--- src/hw/rtl/ilp_pkg.sv ---
// Shared types, constants and character codes for the integer literal parser.
package ilp_pkg;

  // String length limit and accumulator width
  localparam int MAX_CHARS  = 32;
  localparam int VALUE_BITS = 32;
  localparam int POS_W      = $clog2(MAX_CHARS + 1);

  // Character codes
  localparam logic [7:0] CH_NUL  = 8'h00;
  localparam logic [7:0] CH_0    = 8'h30;
  localparam logic [7:0] CH_9    = 8'h39;
  localparam logic [7:0] CH_X_LO = 8'h78;
  localparam logic [7:0] CH_X_UP = 8'h58;
  localparam logic [7:0] CH_A_LO = 8'h61;
  localparam logic [7:0] CH_F_LO = 8'h66;
  localparam logic [7:0] CH_A_UP = 8'h41;
  localparam logic [7:0] CH_F_UP = 8'h46;
  localparam logic [3:0] HEX_TEN = 4'hA;

  // Result kinds
  localparam logic [2:0] KIND_EMPTY  = 3'd0;
  localparam logic [2:0] KIND_DEC    = 3'd1;
  localparam logic [2:0] KIND_HEX    = 3'd2;
  localparam logic [2:0] KIND_BADHEX = 3'd3;
  localparam logic [2:0] KIND_OCT    = 3'd4;

  // Parse mode of the current string
  typedef enum logic [2:0] {
    MODE_START,
    MODE_DEC,
    MODE_ZERO,
    MODE_HEX,
    MODE_BADHEX,
    MODE_OCT
  } mode_t;

  // Per-string parse state
  typedef struct packed {
    logic [VALUE_BITS-1:0] acc;
    logic [POS_W-1:0]      position;
    mode_t                 mode;
    logic                  stopped;
  } state_t;

  // Channel payloads
  typedef struct packed {
    logic [7:0] ch;
    logic       last;
  } in_t;

  typedef struct packed {
    logic [31:0] value;
    logic [2:0]  kind;
  } out_t;

endpackage

--- src/hw/rtl/ilp_step.sv ---
// Combinational next-state and result logic for one character.
module ilp_step import ilp_pkg::*; (
  input  state_t     state,
  input  in_t        item,
  output state_t     state_next,
  output logic       emit,
  output out_t       result
);

  logic                  take;
  logic                  is_dec;
  logic                  is_hex_lo;
  logic                  is_hex_up;
  logic [3:0]            digit;
  logic [3:0]            hex_digit;
  logic [VALUE_BITS-1:0] dec_acc;
  state_t                upd;

  // Classify the character
  always_comb begin
    take      = (item.ch != CH_NUL) && (state.position < POS_W'(MAX_CHARS));
    is_dec    = (item.ch >= CH_0) && (item.ch <= CH_9);
    is_hex_lo = (item.ch >= CH_A_LO) && (item.ch <= CH_F_LO);
    is_hex_up = (item.ch >= CH_A_UP) && (item.ch <= CH_F_UP);
    digit     = 4'(item.ch - CH_0);
    if (is_hex_lo) begin
      hex_digit = 4'(item.ch - CH_A_LO) + HEX_TEN;
    end else if (is_hex_up) begin
      hex_digit = 4'(item.ch - CH_A_UP) + HEX_TEN;
    end else begin
      hex_digit = digit;
    end
    // acc * 10 + digit as two shifts and two adds, wrapping
    dec_acc = (state.acc << 3) + (state.acc << 1) + VALUE_BITS'(digit);
  end

  // Advance the parse state
  always_comb begin
    upd = state;
    if (take) begin
      upd.position = state.position + POS_W'(1);
      case (state.mode)
        MODE_START: begin
          if (item.ch == CH_0) begin
            upd.mode = MODE_ZERO;
            upd.acc  = '0;
          end else begin
            upd.mode = MODE_DEC;
            if (is_dec) begin
              upd.acc = dec_acc;
            end else begin
              upd.stopped = 1'b1;
            end
          end
        end
        MODE_DEC: begin
          if (!state.stopped) begin
            if (is_dec) begin
              upd.acc = dec_acc;
            end else begin
              upd.stopped = 1'b1;
            end
          end
        end
        MODE_ZERO: begin
          upd.mode = ((item.ch == CH_X_LO) || (item.ch == CH_X_UP)) ? MODE_HEX : MODE_OCT;
        end
        MODE_HEX: begin
          if (is_dec || is_hex_lo || is_hex_up) begin
            upd.acc = {state.acc[VALUE_BITS-5:0], hex_digit};
          end else begin
            upd.mode = MODE_BADHEX;
            upd.acc  = '0;
          end
        end
        default: begin
        end
      endcase
    end
  end

  // Close the string on NUL or the last flag
  always_comb begin
    emit = (item.ch == CH_NUL) || item.last;
    case (upd.mode)
      MODE_DEC:    result = '{value: 32'(upd.acc), kind: KIND_DEC};
      MODE_HEX:    result = '{value: 32'(upd.acc), kind: KIND_HEX};
      MODE_BADHEX: result = '{value: '0, kind: KIND_BADHEX};
      MODE_OCT:    result = '{value: '0, kind: KIND_OCT};
      default:     result = '{value: '0, kind: KIND_EMPTY};
    endcase
    if (emit) begin
      state_next = '{acc: '0, position: '0, mode: MODE_START, stopped: 1'b0};
    end else begin
      state_next = upd;
    end
  end

endmodule

--- src/hw/rtl/integer_literal_parser.sv ---
// Top level of the integer literal parser: input register, step logic, result register.
//
// Usage: feed one character per transaction on in_data (ch, last). A string
// ends at a NUL character or at the transaction flagged last; that transaction
// yields one result on out_data (value, kind), every other one yields none.
// Decimal strings accumulate acc*10+digit, strings opening with 0x or 0X are
// read as hex, and a leading zero followed by anything else reports octal.
// Only the first MAX_CHARS characters of a string are examined.
//
// Timing: the transaction ending a string is held in the input register, and
// its result is loaded into the result register when that register advances,
// which waits while a stalled result is held; out_valid then rises.
// Throughput: one character per cycle, but an ending character waits while a
// stalled result is held; the step logic is combinational.
//
// Reset clears the parse state and the valid flags of both registers. When
// the receiver stalls with a result held, characters that produce no result
// keep flowing; an ending character waits in the input register until the
// result register frees, and in_ready stays low while it waits.
module integer_literal_parser import ilp_pkg::*; (
  input  logic clk,
  input  logic rst,
  input  logic in_valid,
  output logic in_ready,
  input  in_t  in_data,
  output logic out_valid,
  input  logic out_ready,
  output out_t out_data
);

  logic   s1_valid;
  in_t    s1_item;
  state_t state;
  state_t state_next;
  logic   emit;
  out_t   result;
  logic   s1_fire;

  ilp_step u_step (
    .state      (state),
    .item       (s1_item),
    .state_next (state_next),
    .emit       (emit),
    .result     (result)
  );

  // Advance the input register when its result, if any, has room
  assign s1_fire  = s1_valid && (!emit || !out_valid || out_ready);
  assign in_ready = !s1_valid || s1_fire;

  // Hold the input register
  always_ff @(posedge clk) begin
    if (rst) begin
      s1_valid <= 1'b0;
    end else if (in_ready) begin
      s1_valid <= in_valid;
    end
    if (in_ready && in_valid) begin
      s1_item <= in_data;
    end
  end

  // Update the parse state
  always_ff @(posedge clk) begin
    if (rst) begin
      state <= '{acc: '0, position: '0, mode: MODE_START, stopped: 1'b0};
    end else if (s1_fire) begin
      state <= state_next;
    end
  end

  // Hold the result register until the receiver takes it
  always_ff @(posedge clk) begin
    if (rst) begin
      out_valid <= 1'b0;
    end else if (s1_fire && emit) begin
      out_valid <= 1'b1;
    end else if (out_ready) begin
      out_valid <= 1'b0;
    end
    if (s1_fire && emit) begin
      out_data <= result;
    end
  end

  // Position never runs past the character limit
  a_pos_limit: assert property (@(posedge clk) disable iff (rst)
    state.position <= POS_W'(MAX_CHARS))
    else $error("position beyond character limit");

  // Ending a string returns the parse state to its start
  a_clear_after_emit: assert property (@(posedge clk) disable iff (rst)
    s1_fire && emit |=> state.position == '0 && state.mode == MODE_START && !state.stopped)
    else $error("parse state not cleared after result");

  // Only decimal and hex modes carry a nonzero accumulator
  a_acc_zero: assert property (@(posedge clk) disable iff (rst)
    (state.mode != MODE_DEC && state.mode != MODE_HEX) |-> state.acc == '0)
    else $error("accumulator nonzero outside decimal or hex");

  // A blocked ending character never overwrites a waiting result
  a_no_overwrite: assert property (@(posedge clk) disable iff (rst)
    out_valid && !out_ready |=> $stable(out_data))
    else $error("result overwritten while stalled");

endmodule

--- config.mk ---
export PLATFORM = sky130hd
export DESIGN_NAME = integer_literal_parser
export DESIGN_NICKNAME = d
export VERILOG_FILES = /design/src/hw/rtl/ilp_pkg.sv /design/src/hw/rtl/ilp_step.sv /design/src/hw/rtl/integer_literal_parser.sv
export SDC_FILE = /design/constraint.sdc
export NUM_CORES = 1
export LEC_CHECK = 0
export ABC_AREA = 1
export BUFFER_PORTS_ARGS = -buffer_cell sky130_fd_sc_hd__buf_2
export CORE_MARGIN = 2
export CORE_UTILIZATION = 48
export DETAILED_ROUTE_END_ITERATION = 10
export GPL_TIMING_DRIVEN = 0
export HOLD_SLACK_MARGIN = 0.08
export PLACE_DENSITY = 0.71
export SLEW_MARGIN = 20
export SYNTH_ARGS = -nofsm -noshare
export SYNTH_HDL_FRONTEND = slang
export SYNTH_SLANG_ARGS = --single-unit
--- constraint.sdc ---
create_clock -name clk -period 5.4 [get_ports clk]
set_clock_uncertainty 0.2 [all_clocks]
set_input_delay 0 -clock clk [delete_from_list [all_inputs] [get_ports clk]]
set_output_delay 0 -clock clk [all_outputs]
set_load 0.01 [all_outputs]
---- Word-level counts from Yosys, hierarchy flattened ----
Cells that the tools add are included.
word-level totals
  bits in registers ....................... 88
  output and inout bits ................... 37
cells by class
  add/sub/neg operators ................... 8
  magnitude comparators ................... 7
  equal/unequal tests ..................... 12
  mux-type cells .......................... 21
  reduce and logical (&&, ||, !) cells .... 25
operator list
  operator                                                                              count
  35-bit one-hot mux with 4 select lines                                                1
  32-bit two-way mux                                                                    4
  32-bit one-hot mux with 3 select lines                                                1
  42-bit two-way mux                                                                    2
  32-bit adder                                                                          1
  32-bit by 4-bit adder with 32-bit output                                              1
  8-bit by 7-bit equality test with 1-bit output (second input constant)                2
  8-bit by 7-bit greater-or-equal comparator with 1-bit output (second input constant)  2
  8-bit by 7-bit less-or-equal comparator with 1-bit output (second input constant)     2
  4-bit by 1-bit subtractor with 4-bit output (second input constant)                   3
  3-bit by 2-bit equality test with 1-bit output (second input constant)                3
  3-bit one-hot mux with 3 select lines                                                 1
  4-bit adder (second input constant)                                                   2
  8-bit by 6-bit equality test with 1-bit output (second input constant)                1
  8-bit by 6-bit greater-or-equal comparator with 1-bit output (second input constant)  1
  8-bit by 6-bit less-or-equal comparator with 1-bit output (second input constant)     1
  8-bit logical NOT                                                                     1
  4-bit two-way mux                                                                     2
  8-bit nonzero test                                                                    1
  1-bit logical AND                                                                     7
  1-bit logical OR                                                                      7
  6-bit by 1-bit adder with 6-bit output (second input constant)                        1
  3-bit by 1-bit equality test with 1-bit output (second input constant)                2
  3-bit equality test (second input constant)                                           2
  12 further kinds                                                                      22

---- Depth between registers and ports, before layout ----
Gate-level depths: netlist of run 1.
  word-level depth ........................ 9
  mapped depth ............................ 19
  mapped depth without buffers ............ 19

---- Cells and area by module ----
A second synthesis of run 1 with hierarchy kept.
second synthesis, totals
  cells, all modules ...................... 1308
  area, all modules ....................... 8154.1 µm²
by module, submodules not included
  module                  instances  cells each  area each (µm²)  seq. area each (µm²)
  ilp_step                1          973         4878.4           0.0
  integer_literal_parser  1          335         3275.6           2202.1

---- Least setup slack after synthesis of run 1 ----
No wires, ideal clock.
  path kind ............................... register to register
  start ................................... reg s1_item[4] (netlist name)
  end ..................................... reg out_data[25] (netlist name), data pin
  library setup time ...................... 256 ps
  arrival ................................. 2489 ps
  slack ................................... 2455 ps
  stages on the path, launching flop included .. 16
  buffers on the path ..................... 0
  clock period less this slack ............ 2945 ps
  cell sequence ........................... edfxtp_1 inv_1 fa_1 inv_1 fa_1 nand3_1 nand2_1 nand3_1 nand3b_1 nand2_1 nand2_1 or2_2 nand3_1 nand2_1 nand2_1 a21oi_1
RTL lines
  element                   RTL line                      text
  start: declaration        integer_literal_parser.sv:32  in_t s1_item;
  start signal: assignment  integer_literal_parser.sv:59  s1_item <= in_data;
  end signal: assignment    integer_literal_parser.sv:82  out_data <= result;
  end: declaration          integer_literal_parser.sv:28  output out_t out_data

==> impl_results.md, run 1 <==
* Port buffer count at 49
* Core area at 14600 um^2
* CTS Buf Count at 9
* Vias per cell at 5.54
* Peak supply drop at 0.000155 V
* Final Hold Vio Count at 0
* CP endpoint kind: register
* # fillers at 1413
* Largest net degree at the start of global routing at 37
* Final setup vio count at 0
* Seq/Total Area, Yosys at 30.6%
* Placed insts at 1275
* Syn nets at 1120
* HP Class: primary input to register
* Xor and xnor fraction of the mapped netlist area at 1.46%
* Main combinational cell family by area after synthesis: simple AND/OR/NAND/NOR gates
* Ant diodes at 0
* Worst Tran Pin Value at 0.754 ns
* Routability cong. at 0.959
* Post-Syn Area per Cell at 6.91 um^2
* Simple-Gate Fraction of Synth Area at 31.8%
* DIE HEIGHT at 127 um
* Reg power frac at 50.5%
* Synthesis-stage register bit count at 88
* Hold WS at 0.164 ns
* Comb pwr share at 10.3%
* Via Count at 7233
* Post-route design area at 8080 um^2
* FP Rows at 44
* Post-DP HPWL at 16200 um
* First-pass GRT wire length at 33500 um
* Layout cells sized above 1 at 12.0%
* Final wirelength at 20700 um
* I/O pin cnt at 50
* Number of synthesized flops with an enable pin at 44
* Mapped Cells at 1042
* Fmax at 0.286 GHz
* Fin nets at 1194
* Grt total ovfl at 0
* Vias in the first global route at 6776
* Yosys cell types at 51
* Synthesized area at 7200 um^2
* Final Slew Violations at 0
* DRC viols at 0
* Clock share of power at 39.2%
* Hold path start: in_data[6]
* Startpoint Class: register
* P_leak at 3.71 nW
* Net switching power at 363 uW
* Mux contribution to synthesized area at 0%
* CTS Root Cell: clkbuf_16
* Relative slew slack at 49.6%
* Drt first pass iters at 6
* RSZ-0062 raised after global routing: no
* CTS max path bufs at 2
* Clk sink count at 88
* Area growth syn-to-layout at 12.2%
* Crit. Startpoint: s1_item[4]
* Final min period at 3.49 ns
* Pwr Total at 1.43 mW
* Internal at 1.07 mW
* Data arrival time of the critical path at 3.47 ns
* H-tree levels at 3
* Status: finished, final reports clean
* CTS tree: yes
* Post-CTS sizing at 0
* Max-capacitance violation count at 0
* Starting DRT DRC Count at 695
* Total Routing Usage GR at 26.0%
* Most used DFF post-synth: edfxtp_1
* Max Fanout on Critical Path at 6
* Initial antenna violation count at 0
* Area of the multi-input gates at 4350 um^2
* Area share of fa/ha/maj cells after synthesis at 11.5%
* Reg area at 2200 um^2
* Non-Filler Instances at 1305
* Final Core Density at 55.4%
* Die width at 127 um
* Pwr per Cell Area at 178 nW/um^2
* Initial Utilization at 49.4%
* Clock Pin Slew Worst Setup and Hold Paths at 0.06 ns
* Placement-stage cell area at 7680 um^2
* Clock Latency Late Sink at 0.34 ns
* Sw frac at 25.3%
* Average wire per standard cell at 15.9 um
* ANT nets after route at 0
* Die area at 16000 um^2
* Synth Area in Compound Gates at 15.6%
* Worst slack at placement at 1.95 ns
* CP required at 5.37 ns
* Final setup TNS at 0 ns
* Synth warn at 0
* R2r startpoint: s1_item[4]
* Tcrit/Tclk final at 64.7%
* Final Worst Setup Slack at 1.91 ns
* Synth async-reset ratio at 0%
* Setup CP Type: register to register
critical path: stages (launching register included):
cell and delay (ns):
edfxtp_1 0.44, inv_1 0.12, fa_1 0.55, inv_1 0.07, fa_1 0.45, nand3_1 0.10
nand2_1 0.14, nand2_1 0.09, nand2_1 0.12, nand2_1 0.09, nand2_1 0.11, nand2_1 0.17
nand2_1 0.11, a21oi_1 0.15, o21ai_0 0.11, nand2_1 0.07, nand2_1 0.06, a21oi_1 0.18
final cells by class:
cell class                 instances  area share, %
clock inverter                     3          0.248
clock buffer                      13           2.97
sequential                        88           27.3
tap                              184           2.85
buffer                            29           2.12
inverter                         129           5.99
timing repair buffer              63           4.77
multi-input combinational        796           53.8
cell usage in the layout, fill, tap and decap left out, drive strengths merged, types with 10 or more instances in the layout:
cell type,Yosys,final
clkbuf,12,25
nor2,86,86
nand3,59,59
ha,63,63
xnor2,11,11
o22ai,11,11
nand2,333,333
nand3b,10,10
a21oi,95,95
nor3,20,20
dfxtp,44,44
o21ai,52,52
buf,17,66
inv,128,128
edfxtp,44,44
dlygate4sd3,0,14
cells by family after synthesis:
family,count (synthesis)
simple gates,525
buf+inv,158
fa+ha+maj,65
compound gates,194
flops,88
xor+xnor,12
path summary, 6_finish.rpt:
check / endpoint / slack, ns / depth (start not counted)
worst max-delay path: out_data[23] / 1.91 / 17
worst min-delay path: s1_item[6] / 0.16 / 2
worst max register to register: out_data[23] / 1.91 / 17
worst min register to register: state[41] / 0.29 / 2
flip-flops by register name, summed over array words and instances (netlist names):
name / cells
s1_item: 9
s1_valid: 1
out_data: 35
out_valid: 1
state: 42
cells in the mapped netlist (2+ instances only):
master    instances  area, um^2
o211ai_1          6        45.0
nor3b_1           2        15.0
nor3_1           19        95.1
o21ai_0          29         145
nand2_2          12        75.1
and2_1            5        31.3
a21oi_1          92         460
xnor2_1          11        96.3
a21oi_2           3        26.3
nand2_1         320        1200
buf_6             5        56.3
o22ai_1          10        62.6
edfxtp_1         44        1320
o221ai_1          6        52.6
buf_2            11        55.1
or2_2             3        18.8
ha_1             63         788
dfxtp_1          44         881
a22oi_1           2        15.0
nor2_2            5        31.3
clkbuf_1         12        45.0
nand3_1          58         290
inv_1           112         420
inv_2            16        60.1
nor2_4           10         113
o21bai_1          7        52.6
nor2_1           71         267
a211oi_1          4        30.0
nand4_1           2        12.5
nand3b_1         10        75.1
fa_1              2        40.0
o21a_1            2        15.0
o21ai_1          23         115
a21o_1            4        30.0
timing repair:
item | in CTS | in global routing
hold endpoints to repair | 41 | 0
hold buffers | 14 | 0
buffers inserted | 0 | 0
power groups by stage:
stage	registers (mW)	clock network (mW)	logic, mW
2_1_floorplan	0.740	0	0.0906
3_3_place_gp	0.738	0	0.136
3_5_place_dp	0.738	0	0.138
4_1_cts	0.724	0.565	0.146
5_1_grt	0.726	0.590	0.161
6_report	0.724	0.563	0.148
per-layer routing:
layer  wire (um)  global-route usage (%)  vias up
met4         815                    10.8        0
met5           0                       0        -
li1            -                       -     3598
met2        9770                    43.5      306
met3        1430                    3.63       58
met1        8680                    33.9     3271
(Power assumes the default switching activity.)
==> run 2, diff against run 1 <==
==> constraint.sdc (replaced) <==
create_clock -name clk -period 3.4 [get_ports clk]
set_clock_uncertainty 0.2 [all_clocks]
set_input_delay 0 -clock clk [delete_from_list [all_inputs] [get_ports clk]]
set_output_delay 0 -clock clk [all_outputs]
set_load 0.01 [all_outputs]
==> run 2 against run 1 <==
Core utilization rose by 0.24 points. Sequential share of layout area is 0.087 points lower. Global-route usage about the same. Final cell count grew 0.15%. Count of clock-buffer cells in the layout stayed put. Power is 59% higher. Routed wire length increased by 0.69%. First-iteration DRC count did not move. Via count increased by 0.64%. Largest cell class unchanged. Hold slack hardly changed. Final area rose by 0.43%.
==> impl_results.md, run 2 (same netlist as run 1, synthesis figures left out) <==
* RSZ-0062 raised after global routing: no (unchanged)
* Grt total ovfl at 0 (unchanged)
* Final Slew Violations at 0 (unchanged)
* WHS Path Cells at 2 (unchanged)
* Setup CP Type: register to register (unchanged)
* Peak supply drop at 0.000246 V (was 0.000155 V)
* Layout cells sized above 1 at 12.9% (was 12.0%)
* Relative slew slack at 49.8% (was 49.6%)
* CTS tree: yes (unchanged)
* Ant diodes at 0 (unchanged)
* Max Fanout on Critical Path at 4 (was 6)
* Final setup TNS at 0 ns (unchanged)
* Reg2reg end: out_data[33] (was out_data[23])
* Pwr Total at 2.28 mW (was 1.43 mW)
* Initial Utilization at 49.4% (unchanged)
* Worst reg-to-reg path cell count at 16 (was 17)
* DRC viols at 0 (unchanged)
* Top delay family on crit path: simple AND/OR/NAND/NOR gates (unchanged)
* Total Routing Usage GR at 26.1% (was 26.0%)
* Average wire per standard cell at 15.9 um (about the same)
* Clk sink count at 88 (unchanged)
* Worst Hold End: s1_item[6] (unchanged)
* Fmax at 0.313 GHz (was 0.286 GHz)
* R2r startpoint: s1_item[4] (unchanged)
* CP endpoint kind: register (unchanged)
* Post-route design area at 8110 um^2 (was 8080 um^2)
* Largest regs: state x42, out_data x35, s1_item x9 (unchanged)
* Starting DRT DRC Count at 695 (unchanged)
* Final setup vio count at 0 (unchanged)
* Clock Pin Slew Worst Setup and Hold Paths at 0.06 ns (about the same)
* Vias in the first global route at 6787 (was 6776)
* Most common cell after layout, fill and taps aside: nand2_1 (unchanged)
* CTS Root Cell: clkbuf_16 (unchanged)
* CTS Buf Count at 9 (unchanged)
* Final Worst Setup Slack at 0.204 ns (was 1.91 ns)
* First-pass GRT wire length at 33500 um (about the same)
* Hold WS at 0.165 ns (was 0.164 ns)
* Biggest register: state (unchanged)
* Routability cong. at 0.959 (unchanged)
* Pwr per Cell Area at 281 nW/um^2 (was 178 nW/um^2)
* H-tree levels at 3 (unchanged)
* Final min period at 3.20 ns (was 3.49 ns)
* Worst slack at placement at -0.0527 ns (was 1.95 ns)
* ANT nets after route at 0 (unchanged)
* Slowest CP cell: fa_1 (unchanged)
* Placement-stage cell area at 7680 um^2 (unchanged)
* Cell repeated most along the worst path: nand3_1 (was nand2_1)
* Final Hold Vio Count at 0 (unchanged)
* Worst Tran Pin Value at 0.752 ns (was 0.754 ns)
* Worst R2R Setup Slack at 0.20 ns (was 1.91 ns)
* Hold path start: in_data[6] (unchanged)
* DIE HEIGHT at 127 um (unchanged)
* P_leak at 3.72 nW (was 3.71 nW)
* Tcrit/Tclk final at 94.0% (was 64.7%)
* CP peak stage delay at 0.54 ns (was 0.55 ns)
* Via Count at 7279 (was 7233)
* CP required at 3.30 ns (was 5.37 ns)
* Max-capacitance violation count at 0 (unchanged)
* Drt first pass iters at 6 (unchanged)
* Die width at 127 um (unchanged)
* Most frequent cells in the layout: nand2_1 (317), inv_1 (112), a21oi_1 (90) (was nand2_1 (320), inv_1 (112), a21oi_1 (92))
* Vias per cell at 5.57 (was 5.54)
* Clock Latency Late Sink at 0.34 ns (about the same)
* HP Class: primary input to register (unchanged)
* Worst-path cell chain: inv_1 -> fa_1 -> inv_1 -> fa_2 -> nand3_1 -> nand2_2 -> nand3_1 -> nand3b_1 -> nand2_1 -> nand3_1 -> nand2_1 -> nand2_1 -> nand3_1 -> nand3_1 -> nand2_1 -> nor2_4 (was inv_1 -> fa_1 -> inv_1 -> fa_1 -> nand3_1 -> nand2_1 -> nand2_1 -> nand2_1 -> nand2_1 -> nand2_1 -> nand2_1 -> nand2_1 -> a21oi_1 -> o21ai_0 -> nand2_1 -> nand2_1 -> a21oi_1)
* FP Rows at 44 (unchanged)
* I/O pin cnt at 50 (unchanged)
* CTS max path bufs at 2 (unchanged)
* Data arrival time of the critical path at 3.09 ns (was 3.47 ns)
* Non-Filler Instances at 1307 (was 1305)
* Largest register FFs at 42 (unchanged)
* Port buffer count at 49 (unchanged)
* Largest net degree at the start of global routing at 37 (unchanged)
* Post-DP HPWL at 16200 um (unchanged)
* Area growth syn-to-layout at 12.6% (was 12.2%)
* Final Core Density at 55.6% (was 55.4%)
* Fin nets at 1196 (was 1194)
* Initial antenna violation count at 0 (unchanged)
* CP bufs+invs at 2 (unchanged)
* Final wirelength at 20800 um (was 20700 um)
* Startpoint Class: register (unchanged)
* Core area at 14600 um^2 (unchanged)
* Placed insts at 1275 (unchanged)
* Status: finished, final reports clean (unchanged)
* Die area at 16000 um^2 (unchanged)
run 2: what timing repair did:
item / CTS / global route
setup endpoints to repair: 3 / 11
resized for setup: 2 / 6
hold buffers: 14 / 0
buffers inserted: 1 / 1
pin swaps: 0 / 3
endpoints found under the hold margin: 41 / 0
run 2: worst reg2reg max path, delay by kind of cell, from the launching register on:
| kind | cells | cell delay, ns |
|---|---|---|
| and+or+nand+nor | 12 | 1.29 |
| adders and majority gates | 2 | 0.94 |
| DFF | 1 | 0.37 |
| buffers and inverters | 2 | 0.16 |
run 2: area by class of cell:
type | count | area (um^2)
repair buffers | 65 | 400
multi-input cells | 796 | 4360
inverters | 129 | 484
clock inverters | 3 | 20.0
flip-flops and latches | 88 | 2200
well taps | 184 | 230
plain buffers | 29 | 171
clock buffers | 13 | 240
fillers | 1406 | 6470
run 2: worst max-delay path by stage:
stage	cells after the start	slack [ns]	to	from
2_1_floorplan	15	0.45	out_data[25]	s1_item[4]
3_3_place_gp	17	-0.02	out_data[23]	s1_item[4]
3_5_place_dp	17	-0.05	out_data[23]	s1_item[4]
4_1_cts	17	0.03	out_data[23]	s1_item[4]
5_1_grt	17	0.006	state[32]	s1_item[4]
6_report	16	0.20	out_data[33]	s1_item[4]
run 2: routing by layer:
layer  global-route usage (%)  vias to the layer above  wire, um
li1                         -                     3604         -
met1                     33.9                     3304      8710
met5                        0                        -         0
met4                     10.8                        0       844
met3                     3.63                       62      1500
met2                     43.6                      309      9780
run 2: power by group:
| part | leakage (nW) | switching, mW | internal [mW] | total [mW] |
|---|---|---|---|---|
| clock network | 0.120 | 0.396 | 0.495 | 0.891 |
| registers | 0.777 | 0.0152 | 1.13 | 1.15 |
| logic | 2.82 | 0.163 | 0.0741 | 0.237 |
==> run 3, diff against run 2 <==
--- a/config.mk
+++ b/config.mk
@@ -7,6 +7,7 @@
 export LEC_CHECK = 0
 export ABC_AREA = 1
 export BUFFER_PORTS_ARGS = -buffer_cell sky130_fd_sc_hd__buf_2
+export CAP_MARGIN = 20
 export CORE_MARGIN = 2
 export CORE_UTILIZATION = 48
 export DETAILED_ROUTE_END_ITERATION = 10
==> constraint.sdc (replaced) <==
create_clock -name clk -period 3.4 [get_ports clk]
set_clock_uncertainty 0.2 [all_clocks]
set_input_delay 0.17 -clock clk [delete_from_list [all_inputs] [get_ports clk]]
set_output_delay 0.17 -clock clk [all_outputs]
set_load 0.01 [all_outputs]
==> run 3 against run 2 <==
Final area decreased by 0.25%. Sequential power about the same. Sequential cell count unchanged. Die area unchanged. First-iteration DRC count increased by 0.29%. Setup slack got worse by 0.0099 ns. Register-to-register slack about the same. Count of clock-buffer cells in the layout unchanged. Global-route usage about the same. Final cell count decreased by 0.15%. Critical path depth unchanged. Critical path type unchanged. Critical endpoint unchanged. Largest power group unchanged.
==> impl_results.md, run 3 (same netlist as run 1, synthesis figures left out) <==
* RSZ-0062 raised after global routing: no (unchanged)
* Final Worst Setup Slack at 0.194 ns (was 0.204 ns)
* HP Class: primary input to register (unchanged)
* Starting DRT DRC Count at 697 (was 695)
* Initial Utilization at 49.4% (unchanged)
* Pwr per Cell Area at 281 nW/um^2 (about the same)
* I/O pin cnt at 50 (unchanged)
* CP bufs+invs at 2 (unchanged)
* Pwr Total at 2.28 mW (about the same)
* CTS Root Cell: clkbuf_16 (unchanged)
* Largest register FFs at 42 (unchanged)
* Clk sink count at 88 (unchanged)
* Most common cell after layout, fill and taps aside: nand2_1 (unchanged)
* Biggest register: state (unchanged)
* Worst reg-to-reg path cell count at 16 (unchanged)
* Crit path depth at 16 (unchanged)
* Relative slew slack at 49.2% (was 49.8%)
* Worst slack at placement at -0.0527 ns (unchanged)
* Hold path start: rst (was in_data[6])
* Die area at 16000 um^2 (unchanged)
* Area growth syn-to-layout at 12.4% (was 12.6%)
* CP peak stage delay at 0.54 ns (about the same)
* Tcrit/Tclk final at 94.3% (was 94.0%)
* Startpoint Class: register (unchanged)
* Final wirelength at 20800 um (about the same)
* Total Routing Usage GR at 26.1% (about the same)
* DRC viols at 0 (unchanged)
* Drt first pass iters at 5 (was 6)
* DIE HEIGHT at 127 um (unchanged)
* Routability cong. at 0.959 (unchanged)
* Via Count at 7239 (was 7279)
* Clock Latency Late Sink at 0.34 ns (about the same)
* Ant diodes at 0 (unchanged)
* Grt total ovfl at 0 (unchanged)
* CTS tree: yes (unchanged)
* Fmax at 0.312 GHz (was 0.313 GHz)
* Most frequent cells in the layout: nand2_1 (317), inv_1 (112), a21oi_1 (90) (unchanged)
* CP endpoint kind: register (unchanged)
* Layout cells sized above 1 at 12.9% (about the same)
* Clock Pin Slew Worst Setup and Hold Paths at 0.06 ns (about the same)
* Die width at 127 um (unchanged)
* Status: finished, final reports clean (unchanged)
* Reg2reg end: out_data[33] (unchanged)
* Data arrival time of the critical path at 3.10 ns (was 3.09 ns)
* Final min period at 3.21 ns (was 3.20 ns)
* Largest net degree at the start of global routing at 37 (unchanged)
* H-tree levels at 3 (unchanged)
* FP Rows at 44 (unchanged)
* Fin nets at 1194 (was 1196)
* Hold WS at 0.190 ns (was 0.165 ns)
* Worst Hold End: state[29] (was s1_item[6])
* ANT nets after route at 0 (unchanged)
* Core area at 14600 um^2 (unchanged)
* Final setup vio count at 0 (unchanged)
* Worst Tran Pin Value at 0.760 ns (was 0.752 ns)
* Port buffer count at 49 (unchanged)
* Final Hold Vio Count at 0 (unchanged)
* Largest regs: state x42, out_data x35, s1_item x9 (unchanged)
* CTS max path bufs at 2 (unchanged)
* Vias in the first global route at 6776 (was 6787)
* Worst-path cell chain: inv_1 -> fa_1 -> inv_1 -> fa_2 -> nand3_1 -> nand2_2 -> nand3_1 -> nand3b_1 -> nand2_1 -> nand3_1 -> nand2_1 -> nand2_1 -> nand3_1 -> nand3_1 -> nand2_1 -> nor2_4 (unchanged)
* P_leak at 3.71 nW (was 3.72 nW)
* Peak supply drop at 0.000247 V (was 0.000246 V)
* Slowest CP cell: fa_1 (unchanged)
* Top delay family on crit path: simple AND/OR/NAND/NOR gates (unchanged)
* Max-capacitance violation count at 0 (unchanged)
* Setup CP Type: register to register (unchanged)
* First-pass GRT wire length at 33500 um (about the same)
* WHS Path Cells at 3 (was 2)
* R2r startpoint: s1_item[4] (unchanged)
* Cell repeated most along the worst path: nand3_1 (unchanged)
* CTS Buf Count at 9 (unchanged)
* Average wire per standard cell at 15.9 um (about the same)
* CP required at 3.30 ns (about the same)
* Worst R2R Setup Slack at 0.19 ns (was 0.20 ns)
* Final Slew Violations at 0 (unchanged)
* Max Fanout on Critical Path at 4 (unchanged)
* Post-DP HPWL at 16200 um (unchanged)
* Initial antenna violation count at 0 (unchanged)
* Vias per cell at 5.55 (was 5.57)
-- run 3: cell type report --
cell class | instances | area, um^2
Buffer | 29 | 171
Clock buffer | 13 | 240
Clock inverter | 3 | 20.0
Fill cell | 1410 | 6490
Inverter | 129 | 484
Multi-Input combinational cell | 796 | 4360
Sequential cell | 88 | 2200
Tap cell | 184 | 230
Timing Repair Buffer | 63 | 380
-- run 3: metal layers --
layer / share of wire, % / track usage, % / vias to the layer above
met5: 0 / 0 / -
met4: 4.0 / 10.8 / 0
met3: 7.4 / 3.63 / 56
met2: 47 / 43.6 / 300
met1: 41 / 33.9 / 3286
li1: - / - / 3597
-- run 3: repair_timing --
action | in CTS | in global routing
hold endpoints to repair | 11 | 0
resized for setup | 2 | 6
pin swaps | 0 | 3
setup endpoints to repair | 3 | 11
hold buffers | 12 | 0
buffers inserted | 1 | 1
-- run 3: worst max-delay path by stage --
stage / start / end / slack, ns
global placement: s1_item[4] / out_data[23] / -0.02
CTS: s1_item[4] / out_data[23] / 0.03
finish: s1_item[4] / out_data[33] / 0.19
global route: s1_item[4] / state[32] / 0.006
detailed placement: s1_item[4] / out_data[23] / -0.05
floorplan: s1_item[4] / out_data[25] / 0.45
-- run 3: worst reg2reg max path, cell delays in order (launching register included) --
cell,delay (ns)
edfxtp_1,0.37
inv_1,0.09
fa_1,0.54
inv_1,0.07
fa_2,0.40
nand3_1,0.11
nand2_2,0.10
nand3_1,0.09
nand3b_1,0.19
nand2_1,0.15
nand3_1,0.08
nand2_1,0.13
nand2_1,0.10
nand3_1,0.08
nand3_1,0.11
nand2_1,0.13
nor2_4,0.03
-- run 3: power by group --
group,total [mW],switching (mW),internal [mW],leakage (nW)
logic,0.235,0.162,0.0725,2.81
clock network,0.893,0.398,0.495,0.120
registers,1.15,0.0153,1.13,0.777
total,2.28,0.575,1.70,3.71
-- run 3: stage by stage --
step	std cells	setup TNS (ns)	cell area, um^2	utilization, %
after global placement	1275	-0.0168	7680	52.6
after detailed placement	1275	-0.105	7680	52.6
final	1305	0	8090	55.5
after CTS	1304	0	8070	55.3
after global routing	1305	0	8090	55.5
after floorplan	1042	0	7200	-
